### src/rtl/bbe_pkg.sv
package bbe_pkg;

    // Field and datapath widths.
    localparam int DATA_W    = 32;
    localparam int WIDE_W    = 64;
    localparam int FRAC_BITS = 30;
    localparam int IDX_W     = 4;
    localparam int CFG_IDX_W = 2;

    // Largest degree the sequencer is built for.
    localparam int DEFAULT_MAX_DEGREE = 15;

    // Register values after reset.
    localparam logic [IDX_W-1:0]         DEGREE_RESET = 4'd5;
    localparam logic signed [DATA_W-1:0] START_RESET  = 32'sd0;
    localparam logic signed [DATA_W-1:0] END_RESET    = 32'sd65536;

    // Configuration register indexes.
    typedef enum logic [CFG_IDX_W-1:0] {
        REG_DEGREE      = 2'd0,
        REG_RANGE_START = 2'd1,
        REG_RANGE_END   = 2'd2
    } cfg_reg_t;

    // Rounded Q.30 product and its saturation flag.
    typedef struct packed {
        logic signed [WIDE_W-1:0] value;
        logic                     sat;
    } qmul_result_t;

endpackage

### src/rtl/bernstein_basis_eval_unit.sv
// Bernstein basis evaluator. Each sample word (signed Q16.16 time) yields
// degree+1 result words, basis index j = 0..N in ascending order, each a
// signed Q2.30 value C(N,j)*x^j*(1-x)^(N-j) with x = (t-start)/(end-start),
// saturated, with a flag in tuser and tlast on j = N. A zero-length interval
// gives zero values, all flagged. The block takes one sample at a time and
// drops s_tready until the last result of that sample is in the output
// register. For each sample, a bit-serial division of a 64-bit numerator
// forms x, each term is set up, runs N passes through a shared 32x32
// multiplier (one Q.30 product per pass) and is emitted, and the binomial
// coefficient for the next term goes through the same divider. Degrees
// above MAX_DEGREE are treated as MAX_DEGREE. Configuration must be
// written only while no sample is in progress; the block itself does not
// enforce this.
module bernstein_basis_eval_unit #(
    parameter int MAX_DEGREE = bbe_pkg::DEFAULT_MAX_DEGREE
) (
    input  logic                              clk,
    input  logic                              rst_n,
    // Sample input; tdata: sample_time[31:0].
    input  logic                              s_tvalid,
    output logic                              s_tready,
    input  logic [bbe_pkg::DATA_W-1:0]        s_tdata,
    // Result output; tdata: basis_index[3:0], basis_value[35:4], zero[39:36].
    output logic                              m_tvalid,
    input  logic                              m_tready,
    output logic [39:0]                       m_tdata,
    // tuser: saturated[0].
    output logic [0:0]                        m_tuser,
    output logic                              m_tlast,
    // Configuration writes.
    input  logic                              cfg_valid,
    output logic                              cfg_ready,
    input  logic [bbe_pkg::CFG_IDX_W-1:0]     cfg_index,
    input  logic [bbe_pkg::DATA_W-1:0]        cfg_data
);

    localparam int DW   = bbe_pkg::DATA_W;
    localparam int W    = bbe_pkg::WIDE_W;
    localparam int FRAC = bbe_pkg::FRAC_BITS;
    localparam int IW   = bbe_pkg::IDX_W;
    localparam int NW   = $clog2(MAX_DEGREE + 1);
    localparam int BW   = MAX_DEGREE + 1;

    localparam logic signed [W-1:0] Q_ONE = W'(1) << FRAC;

    typedef enum logic [8:0] {
        S_IDLE  = 9'b000000001,
        S_PREP  = 9'b000000010,
        S_XWAIT = 9'b000000100,
        S_TERM  = 9'b000001000,
        S_MUL   = 9'b000010000,
        S_MULW  = 9'b000100000,
        S_EMIT  = 9'b001000000,
        S_BWAIT = 9'b010000000,
        S_ZERO  = 9'b100000000
    } state_t;

    state_t state_reg, state_next;

    // Configuration registers.
    logic [IW-1:0]        degree_reg;
    logic signed [DW-1:0] start_reg;
    logic signed [DW-1:0] end_reg;

    // Per-sample working registers.
    logic [DW:0]          u_reg, u_next;
    logic [DW:0]          d_reg, d_next;
    logic [NW-1:0]        n_reg, n_next;
    logic [NW-1:0]        j_reg, j_next;
    logic [NW-1:0]        k_reg, k_next;
    logic [BW-1:0]        binom_reg, binom_next;
    logic signed [W-1:0]  x_reg, x_next;
    logic signed [W-1:0]  y_reg, y_next;
    logic signed [W-1:0]  p_reg, p_next;
    logic                 sat_reg, sat_next;

    // Output register.
    logic                 out_valid_reg, out_valid_next;
    logic [IW-1:0]        out_index_reg, out_index_next;
    logic [DW-1:0]        out_value_reg, out_value_next;
    logic                 out_sat_reg, out_sat_next;
    logic                 out_last_reg, out_last_next;

    // Shared units.
    logic                 div_start;
    logic [W-1:0]         div_num;
    logic [DW-1:0]        div_den;
    logic                 div_done;
    logic [W-1:0]         div_quot;
    logic                 qmul_start;
    logic signed [W-1:0]  qmul_b;
    logic                 qmul_done;
    bbe_pkg::qmul_result_t qmul_result;

    logic [DW:0]          u_neg;
    logic [DW:0]          d_neg;
    logic [DW-1:0]        u_mag;
    logic [DW-1:0]        d_mag;
    logic [W-1:0]         x_num;
    logic [BW+NW-1:0]     binom_prod;
    logic [W-1:0]         b_num;
    logic signed [W-1:0]  x_val;
    logic                 p_fits;
    logic [DW-1:0]        p_clip;
    logic                 out_free;
    logic [NW-1:0]        n_clamp;

    // Configuration port, always ready.
    assign cfg_ready = 1'b1;

    always_ff @(posedge clk or negedge rst_n)
    begin
        if (!rst_n)
        begin
            degree_reg <= bbe_pkg::DEGREE_RESET;
            start_reg  <= bbe_pkg::START_RESET;
            end_reg    <= bbe_pkg::END_RESET;
        end
        else if (cfg_valid)
        begin
            case (bbe_pkg::cfg_reg_t'(cfg_index))
                bbe_pkg::REG_DEGREE:      degree_reg <= cfg_data[IW-1:0];
                bbe_pkg::REG_RANGE_START: start_reg  <= cfg_data;
                bbe_pkg::REG_RANGE_END:   end_reg    <= cfg_data;
                default:                  ;
            endcase
        end
    end

    // Magnitudes and divider operands.
    assign u_neg   = -u_reg;
    assign d_neg   = -d_reg;
    assign u_mag   = u_reg[DW] ? u_neg[DW-1:0] : u_reg[DW-1:0];
    assign d_mag   = d_reg[DW] ? d_neg[DW-1:0] : d_reg[DW-1:0];
    assign x_num   = W'({u_mag, {FRAC{1'b0}}}) + W'(d_mag >> 1);
    assign binom_prod = binom_reg * (n_reg - j_reg);
    assign b_num   = W'(binom_prod);
    assign div_num = (state_reg == S_PREP) ? x_num : b_num;
    assign div_den = (state_reg == S_PREP) ? d_mag : (DW'(j_reg) + DW'(1));
    assign x_val   = (u_reg[DW] ^ d_reg[DW]) ? -$signed(div_quot) : $signed(div_quot);

    // Powers of x come first, then powers of 1-x.
    assign qmul_b  = (k_reg < j_reg) ? x_reg : y_reg;

    // Clip the Q.30 product to the signed 32-bit result.
    assign p_fits  = (p_reg[W-1:DW-1] == {(W-DW+1){p_reg[W-1]}});
    assign p_clip  = p_fits ? p_reg[DW-1:0] :
                     (p_reg[W-1] ? {1'b1, {(DW-1){1'b0}}} : {1'b0, {(DW-1){1'b1}}});

    assign out_free = !out_valid_reg || m_tready;
    assign n_clamp  = (int'(degree_reg) > MAX_DEGREE) ? NW'(MAX_DEGREE) : NW'(degree_reg);

    // Sequencer.
    always_comb
    begin
        state_next     = state_reg;
        u_next         = u_reg;
        d_next         = d_reg;
        n_next         = n_reg;
        j_next         = j_reg;
        k_next         = k_reg;
        binom_next     = binom_reg;
        x_next         = x_reg;
        y_next         = y_reg;
        p_next         = p_reg;
        sat_next       = sat_reg;
        out_valid_next = out_valid_reg && !m_tready;
        out_index_next = out_index_reg;
        out_value_next = out_value_reg;
        out_sat_next   = out_sat_reg;
        out_last_next  = out_last_reg;
        div_start      = 1'b0;
        qmul_start     = 1'b0;

        case (state_reg)
            S_IDLE:
            begin
                if (s_tvalid)
                begin
                    u_next     = {s_tdata[DW-1], s_tdata} - {start_reg[DW-1], start_reg};
                    d_next     = {end_reg[DW-1], end_reg} - {start_reg[DW-1], start_reg};
                    n_next     = n_clamp;
                    state_next = S_PREP;
                end
            end

            S_PREP:
            begin
                j_next = '0;
                if (d_reg == '0)
                begin
                    state_next = S_ZERO;
                end
                else
                begin
                    div_start  = 1'b1;
                    state_next = S_XWAIT;
                end
            end

            S_XWAIT:
            begin
                if (div_done)
                begin
                    x_next     = x_val;
                    y_next     = Q_ONE - x_val;
                    binom_next = BW'(1);
                    state_next = S_TERM;
                end
            end

            S_TERM:
            begin
                p_next     = W'(binom_reg) << FRAC;
                sat_next   = 1'b0;
                k_next     = '0;
                state_next = S_MUL;
            end

            S_MUL:
            begin
                if (k_reg == n_reg)
                begin
                    state_next = S_EMIT;
                end
                else
                begin
                    qmul_start = 1'b1;
                    state_next = S_MULW;
                end
            end

            S_MULW:
            begin
                if (qmul_done)
                begin
                    p_next     = qmul_result.value;
                    sat_next   = sat_reg | qmul_result.sat;
                    k_next     = k_reg + 1'b1;
                    state_next = S_MUL;
                end
            end

            S_EMIT:
            begin
                if (out_free)
                begin
                    out_valid_next = 1'b1;
                    out_index_next = IW'(j_reg);
                    out_value_next = p_clip;
                    out_sat_next   = sat_reg | !p_fits;
                    out_last_next  = (j_reg == n_reg);
                    if (j_reg == n_reg)
                    begin
                        state_next = S_IDLE;
                    end
                    else
                    begin
                        // Next coefficient: C(n,j+1) = C(n,j)*(n-j)/(j+1).
                        div_start  = 1'b1;
                        state_next = S_BWAIT;
                    end
                end
            end

            S_BWAIT:
            begin
                if (div_done)
                begin
                    binom_next = div_quot[BW-1:0];
                    j_next     = j_reg + 1'b1;
                    state_next = S_TERM;
                end
            end

            S_ZERO:
            begin
                if (out_free)
                begin
                    out_valid_next = 1'b1;
                    out_index_next = IW'(j_reg);
                    out_value_next = '0;
                    out_sat_next   = 1'b1;
                    out_last_next  = (j_reg == n_reg);
                    j_next         = j_reg + 1'b1;
                    if (j_reg == n_reg)
                    begin
                        state_next = S_IDLE;
                    end
                end
            end

            default:
            begin
                state_next = S_IDLE;
            end
        endcase
    end

    // Control registers.
    always_ff @(posedge clk or negedge rst_n)
    begin
        if (!rst_n)
        begin
            state_reg     <= S_IDLE;
            out_valid_reg <= 1'b0;
        end
        else
        begin
            state_reg     <= state_next;
            out_valid_reg <= out_valid_next;
        end
    end

    // Datapath registers.
    always_ff @(posedge clk)
    begin
        u_reg         <= u_next;
        d_reg         <= d_next;
        n_reg         <= n_next;
        j_reg         <= j_next;
        k_reg         <= k_next;
        binom_reg     <= binom_next;
        x_reg         <= x_next;
        y_reg         <= y_next;
        p_reg         <= p_next;
        sat_reg       <= sat_next;
        out_index_reg <= out_index_next;
        out_value_reg <= out_value_next;
        out_sat_reg   <= out_sat_next;
        out_last_reg  <= out_last_next;
    end

    // Shared divider for x and for the binomial coefficients.
    bbe_div #(
        .NUM_W (W),
        .DEN_W (DW)
    ) u_div (
        .clk   (clk),
        .rst_n (rst_n),
        .start (div_start),
        .num   (div_num),
        .den   (div_den),
        .done  (div_done),
        .quot  (div_quot)
    );

    // Shared Q.30 multiplier.
    bbe_qmul u_qmul (
        .clk    (clk),
        .rst_n  (rst_n),
        .start  (qmul_start),
        .a      (p_reg),
        .b      (qmul_b),
        .done   (qmul_done),
        .result (qmul_result)
    );

    assign s_tready = (state_reg == S_IDLE);
    assign m_tvalid = out_valid_reg;
    assign m_tdata  = {4'b0000, out_value_reg, out_index_reg};
    assign m_tuser  = out_sat_reg;
    assign m_tlast  = out_last_reg;

endmodule

### src/rtl/bbe_div.sv
// Restoring unsigned divider, one quotient bit per cycle.
module bbe_div #(
    parameter int NUM_W = bbe_pkg::WIDE_W,
    parameter int DEN_W = bbe_pkg::DATA_W
) (
    input  logic             clk,
    input  logic             rst_n,
    input  logic             start,
    input  logic [NUM_W-1:0] num,
    input  logic [DEN_W-1:0] den,
    output logic             done,
    output logic [NUM_W-1:0] quot
);

    localparam int CNT_W = $clog2(NUM_W + 1);

    logic             busy_reg;
    logic             done_reg;
    logic [CNT_W-1:0] cnt_reg;
    logic [DEN_W-1:0] rem_reg;
    logic [NUM_W-1:0] quo_reg;
    logic [DEN_W-1:0] den_reg;

    logic [DEN_W:0]   rem_shift;
    logic [DEN_W:0]   rem_sub;
    logic             fits;

    // Bring down the next numerator bit and try a subtraction.
    assign rem_shift = {rem_reg, quo_reg[NUM_W-1]};
    assign fits      = (rem_shift >= {1'b0, den_reg});
    assign rem_sub   = rem_shift - {1'b0, den_reg};

    // Sequencing control.
    always_ff @(posedge clk or negedge rst_n)
    begin
        if (!rst_n)
        begin
            busy_reg <= 1'b0;
            done_reg <= 1'b0;
            cnt_reg  <= '0;
        end
        else
        begin
            done_reg <= 1'b0;
            if (start)
            begin
                busy_reg <= 1'b1;
                cnt_reg  <= '0;
            end
            else if (busy_reg)
            begin
                cnt_reg <= cnt_reg + 1'b1;
                if (cnt_reg == CNT_W'(NUM_W - 1))
                begin
                    busy_reg <= 1'b0;
                    done_reg <= 1'b1;
                end
            end
        end
    end

    // Remainder and quotient shift register.
    always_ff @(posedge clk)
    begin
        if (start)
        begin
            rem_reg <= '0;
            quo_reg <= num;
            den_reg <= den;
        end
        else if (busy_reg)
        begin
            rem_reg <= fits ? rem_sub[DEN_W-1:0] : rem_shift[DEN_W-1:0];
            quo_reg <= {quo_reg[NUM_W-2:0], fits};
        end
    end

    assign done = done_reg;
    assign quot = quo_reg;

endmodule

### src/rtl/bbe_qmul.sv
// Signed Q.30 multiply on 64-bit operands, built from four 32x32 partial
// products on one multiplier. Rounds to nearest with ties away from zero on
// the magnitude and holds the magnitude at 2^62 on overflow.
module bbe_qmul (
    input  logic                                   clk,
    input  logic                                   rst_n,
    input  logic                                   start,
    input  logic signed [bbe_pkg::WIDE_W-1:0]      a,
    input  logic signed [bbe_pkg::WIDE_W-1:0]      b,
    output logic                                   done,
    output bbe_pkg::qmul_result_t                  result
);

    localparam int W       = bbe_pkg::WIDE_W;
    localparam int HALF    = W / 2;
    localparam int ACC_W   = 2 * W;
    localparam int FRAC    = bbe_pkg::FRAC_BITS;
    localparam int CAP_POS = W - 2;
    localparam int OVF_LSB = FRAC + CAP_POS;

    logic             busy_reg;
    logic             done_reg;
    logic [2:0]       step_reg;
    logic [W-1:0]     ua_reg;
    logic [W-1:0]     ub_reg;
    logic             neg_reg;
    logic [W-1:0]     mul_reg;
    logic [ACC_W-1:0] acc_reg;
    bbe_pkg::qmul_result_t result_reg;

    logic [W-1:0]     ua_in;
    logic [W-1:0]     ub_in;
    logic [HALF-1:0]  a_half;
    logic [HALF-1:0]  b_half;
    logic [W-1:0]     mul_next;
    logic [ACC_W-1:0] addend;
    logic [ACC_W-1:0] acc_next;
    logic             ovf;
    logic [W-1:0]     mag;
    logic signed [W-1:0] value;

    assign ua_in = a[W-1] ? W'(-a) : W'(a);
    assign ub_in = b[W-1] ? W'(-b) : W'(b);

    // Steps 0..3 form a0*b0, a0*b1, a1*b0, a1*b1.
    assign a_half   = step_reg[1] ? ua_reg[W-1:HALF] : ua_reg[HALF-1:0];
    assign b_half   = step_reg[0] ? ub_reg[W-1:HALF] : ub_reg[HALF-1:0];
    assign mul_next = a_half * b_half;

    // The registered partial product is added one step later at its weight.
    always_comb
    begin
        case (step_reg)
            3'd1:       addend = {{W{1'b0}}, mul_reg};
            3'd2, 3'd3: addend = {{HALF{1'b0}}, mul_reg, {HALF{1'b0}}};
            3'd4:       addend = {mul_reg, {W{1'b0}}};
            default:    addend = '0;
        endcase
    end

    assign acc_next = acc_reg + addend;

    // Scale down by 2^30 and hold the magnitude at 2^62.
    assign ovf   = |acc_reg[ACC_W-1:OVF_LSB];
    assign mag   = ovf ? (W'(1) << CAP_POS) : {2'b00, acc_reg[OVF_LSB-1:FRAC]};
    assign value = neg_reg ? -$signed(mag) : $signed(mag);

    // Step sequencing.
    always_ff @(posedge clk or negedge rst_n)
    begin
        if (!rst_n)
        begin
            busy_reg <= 1'b0;
            done_reg <= 1'b0;
            step_reg <= '0;
        end
        else
        begin
            done_reg <= 1'b0;
            if (start)
            begin
                busy_reg <= 1'b1;
                step_reg <= '0;
            end
            else if (busy_reg)
            begin
                step_reg <= step_reg + 1'b1;
                if (step_reg == 3'd5)
                begin
                    busy_reg <= 1'b0;
                    done_reg <= 1'b1;
                end
            end
        end
    end

    // Operands, product and accumulator. The accumulator starts at the
    // rounding constant, half of the dropped weight.
    always_ff @(posedge clk)
    begin
        if (start)
        begin
            ua_reg  <= ua_in;
            ub_reg  <= ub_in;
            neg_reg <= a[W-1] ^ b[W-1];
            acc_reg <= ACC_W'(1) << (FRAC - 1);
        end
        else if (busy_reg)
        begin
            mul_reg <= mul_next;
            acc_reg <= acc_next;
            if (step_reg == 3'd5)
            begin
                result_reg.value <= value;
                result_reg.sat   <= ovf;
            end
        end
    end

    assign done   = done_reg;
    assign result = result_reg;

endmodule
### config.mk
export PLATFORM = sky130hd
export DESIGN_NAME = bernstein_basis_eval_unit
export DESIGN_NICKNAME = d
export VERILOG_FILES = /design/src/rtl/bbe_pkg.sv /design/src/rtl/bernstein_basis_eval_unit.sv /design/src/rtl/bbe_div.sv /design/src/rtl/bbe_qmul.sv
export SDC_FILE = /design/constraint.sdc
export NUM_CORES = 2
export LEC_CHECK = 0
export BUFFER_PORTS_ARGS = -buffer_cell sky130_fd_sc_hd__buf_2
export CORE_AREA = 3 3 520 522
export DETAILED_ROUTE_END_ITERATION = 16
export DIE_AREA = 0 0 523 525
export GPL_TIMING_DRIVEN = 0
export PLACE_DENSITY_LB_ADDON = 0.08
export SETUP_SLACK_MARGIN = 0.3
export SLEW_MARGIN = 15
export SYNTH_ARGS = -nofsm -noshare
export SYNTH_HDL_FRONTEND = slang
export SYNTH_SLANG_ARGS = --single-unit
### constraint.sdc
create_clock -name clk -period 29.8 [get_ports clk]
set_input_delay 5.96 -clock clk [delete_from_list [all_inputs] [get_ports clk]]
set_output_delay 5.96 -clock clk [all_outputs]
set_load 0.02 [all_outputs]
==> metrics.md <==
| Metric | Value |
|---|---|
| Outcome | completed |
| Max reg flops | 128 |
| GP Congestion | 0.987 |
| Final setup vio count | 0 |
| Most common cell on crit path | fa_1 |
| Number of I/O port buffers | 110 |
| Final core occ | 38.6% |
| Mapped Area | 92,900 um^2 |
| Starting Density | 35.0% |
| CP Launch Type | flop |
| Final wirelength | 375,000 um |
| CTS Sinks | 930 |
| WS Path Type | reg -> reg |
| Worst-margin pin slew | 1.29 ns |
| Routed len/inst | 27.0 um |
| Reg2Reg Depth | 29 |
| Clk root buf | clkbuf_16 |
| Max Cap Viol | 0 |
| Post-synth top flop | edfxtp_1 |
| Critical path's slowest cell | a2111oi_1 |
| Tot GR Track Use | 26.9% |
| DIE AREA | 275,000 um^2 |
| Placed cell count | 13,700 |
| First-pass GRT wire length | 541,000 um |
| Minimum clock period | 13.58 ns |
| F_max | 73.6 MHz |
| Required @ worst endpoint | 30.22 ns |
| RSZ-0062 raised after global routing | false |
| Post-cts resize count | 0 |
| Num CTS Buffers | 105 |
| Pleak | 44.0 nW |
| DPL Wire Length | 314,000 um |
| Post-synth top area cell | edfxtp_1 |
| Library cells used by synthesis | 96 |
| Vias in the first global route | 75,800 |
| Clock Path Buffers | 3 |
| Non-Filler Instances | 13,900 |
| Synth top area share | 21.9% |
| Cells after synthesis | 9,981 |
| Power Total | 7.47 mW |
| Largest net degree at the start of global routing | 72 |
| Seq cells post-synth | 930 |
| Power density cells | 72.9 nW/um^2 |
| CTS tree | built |
| Die H | 525 um |
| Layout cells sized above 1 | 6.04% |
| Worst hold path class | reg -> reg |
| Worst skew pair latency | 0.75 ns |
| Final setup TNS | 0 ns |
| Syn avg cell area | 9.31 um^2 |
| # DRC | 0 |
| Hold_buf cts | 0 |
| Clk slew on worst S/H paths | 0.07 ns |
| H-tree depth | 3 |
| Initial antenna violation count | 18 |
| DR vias/cell | 5.41 |
| Routed Antenna Nets | 0 |
| Vias | 75,300 |
| Final Skew | 0.0337 ns |
| DRT Pass-1 Iters | 6 |
| Worst Setup End Kind | flop |
| Async set or reset register ratio after synthesis | 9.89% |
| Synth warn | 0 |
| Crit Path Max Fanout | 10 |
| Synthesis-to-layout area growth | 10.4% |
| Max-slew headroom | 13.7% |
| # Post-CTS Setup Buffers | 0 |
| CORE AREA | 266,000 um^2 |
| Width of the die | 523 um |
| Cell Rows | 189 |
| Post-synth EDFFs | 678 |
| Initial DRC Count | 6,063 |
| Max-slew violation count | 0 |
| Total grt overflow | 0 |
| Ports | 116 |
| Hold depth | 0 |
| Max rail drop VDD | 0.0781 mV |
| Arr. time, crit path | 14.00 ns |
| Synth top area cells | edfxtp_1, fa_1, ha_1 |
| Endpoints failing hold | 0 |
| CP max stage delay | 0.99 ns |
| Nets@finish | 11,800 |
| Final period utilization | 45.6% |
| Sequential element share of the synthesized area | 27.9% |
power by group:
group	leakage, nW	total, mW	switching (mW)	internal, mW
registers	8.50	1.86	0.137	1.73
logic	33.8	4.24	2.70	1.54
clock network	1.77	1.37	0.581	0.790
stage by stage:
stage	worst slack [ns]	hold WS (ns)	instance area [um^2]
after floorplan	15.98	0.421	92900
after global placement	9.91	0.440	97900
after detailed placement	16.48	0.445	98900
after CTS	16.38	0.459	103000
after global routing	15.95	0.472	103000
final	16.22	0.449	103000
Yosys cell counts (all sizes together), types with 31 or more instances:
library cell / instances
nor3: 163
dfrtp: 88
inv: 1172
a31oi: 60
o41ai: 43
a211oi: 62
buf: 52
nand3: 133
and3: 63
o21ai: 393
and2: 153
nand4: 136
nor4: 65
nand2: 930
dfxtp: 160
nor2b: 65
xor2: 251
nand2b: 69
or3: 78
fa: 944
ha: 546
or4: 57
o21bai: 56
or2: 45
xnor2: 390
o21a: 44
a21o: 165
nor2: 1169
mux2i: 244
a21oi: 490
a22o: 66
mux2: 133
edfxtp: 678
o31ai: 76
o211ai: 31
clkbuf: 433
worst max-delay path, delay by kind of cell, from the launching register on:
kind,cells,cell delay (ns)
adder cells (fa/ha/maj),9,4.63
multiplexers,1,0.97
AND/OR/NAND/NOR,5,0.88
AO/OA/AOI/OAI,6,3.51
buffers and inverters,8,2.86
flip-flops,1,0.36
layout make-up:
class	instances	area, um^2
antenna	10	25.0
timing repair buffer	174	1310
sequential	930	25900
inverter	1172	4400
multi-input combinational	7397	61100
buffer	485	1880
tap	3533	4420
fill	27000	163000
clock buffer	139	2920
clock inverter	58	708
layout by cell type, fill, tap and decap left out, drive strengths merged, types with 57 or more instances in the layout:
cell	instances
and3	63
a21oi	490
a31oi	60
dfxtp	160
buf	226
nand2b	69
and2	153
a211oi	62
o31ai	76
mux2	133
nand4	136
nand2	930
edfxtp	678
or3	78
nand3	133
xnor2	390
ha	546
nor2b	65
or4	57
inv	1179
dfrtp	88
fa	944
mux2i	244
a21o	165
nor2	1169
nor3	163
xor2	251
nor4	65
clkbuf	572
a22o	66
o21ai	393
logic make-up after synthesis:
logic type                 synth area share, %
and+or+nand+nor                           15.8
muxes                                     4.24
AOI/OAI and AO/OA                         11.6
buffers and inverters                     6.74
DFF                                       27.9
other                                  0.00809
xor gates and xnor gates                  6.05
adders and majority gates                 27.7
final timing paths:
path | start | end | slack (ns)
worst max-delay path | u_qmul.step_reg[1]$_DFFE_PN0P_ | u_qmul.mul_reg[56]$_DFFE_PP_ | 16.22
worst min-delay path | degree_reg[1]$_DFFE_PN0P_ | n_reg[1]$_DFFE_PP_ | 0.45
worst max register to register | u_qmul.step_reg[1]$_DFFE_PN0P_ | u_qmul.mul_reg[56]$_DFFE_PP_ | 16.22
worst min register to register | degree_reg[1]$_DFFE_PN0P_ | n_reg[1]$_DFFE_PP_ | 0.45
max in group asynchronous | rst_n | state_reg[0]$_DFFE_PN1P_ | 24.05
min in group asynchronous | rst_n | end_reg[24]$_DFFE_PN0P_ | 5.07
layer usage:
layer	global-route usage, %	share of wire, %	vias to the layer above
li1	-	-	34300
met2	43.1	46	2397
met1	37.2	44	38100
met4	9.99	4.3	2
met5	0	0.0029	-
met3	3.21	5.6	527
Power figures use the tool's default switching activity.
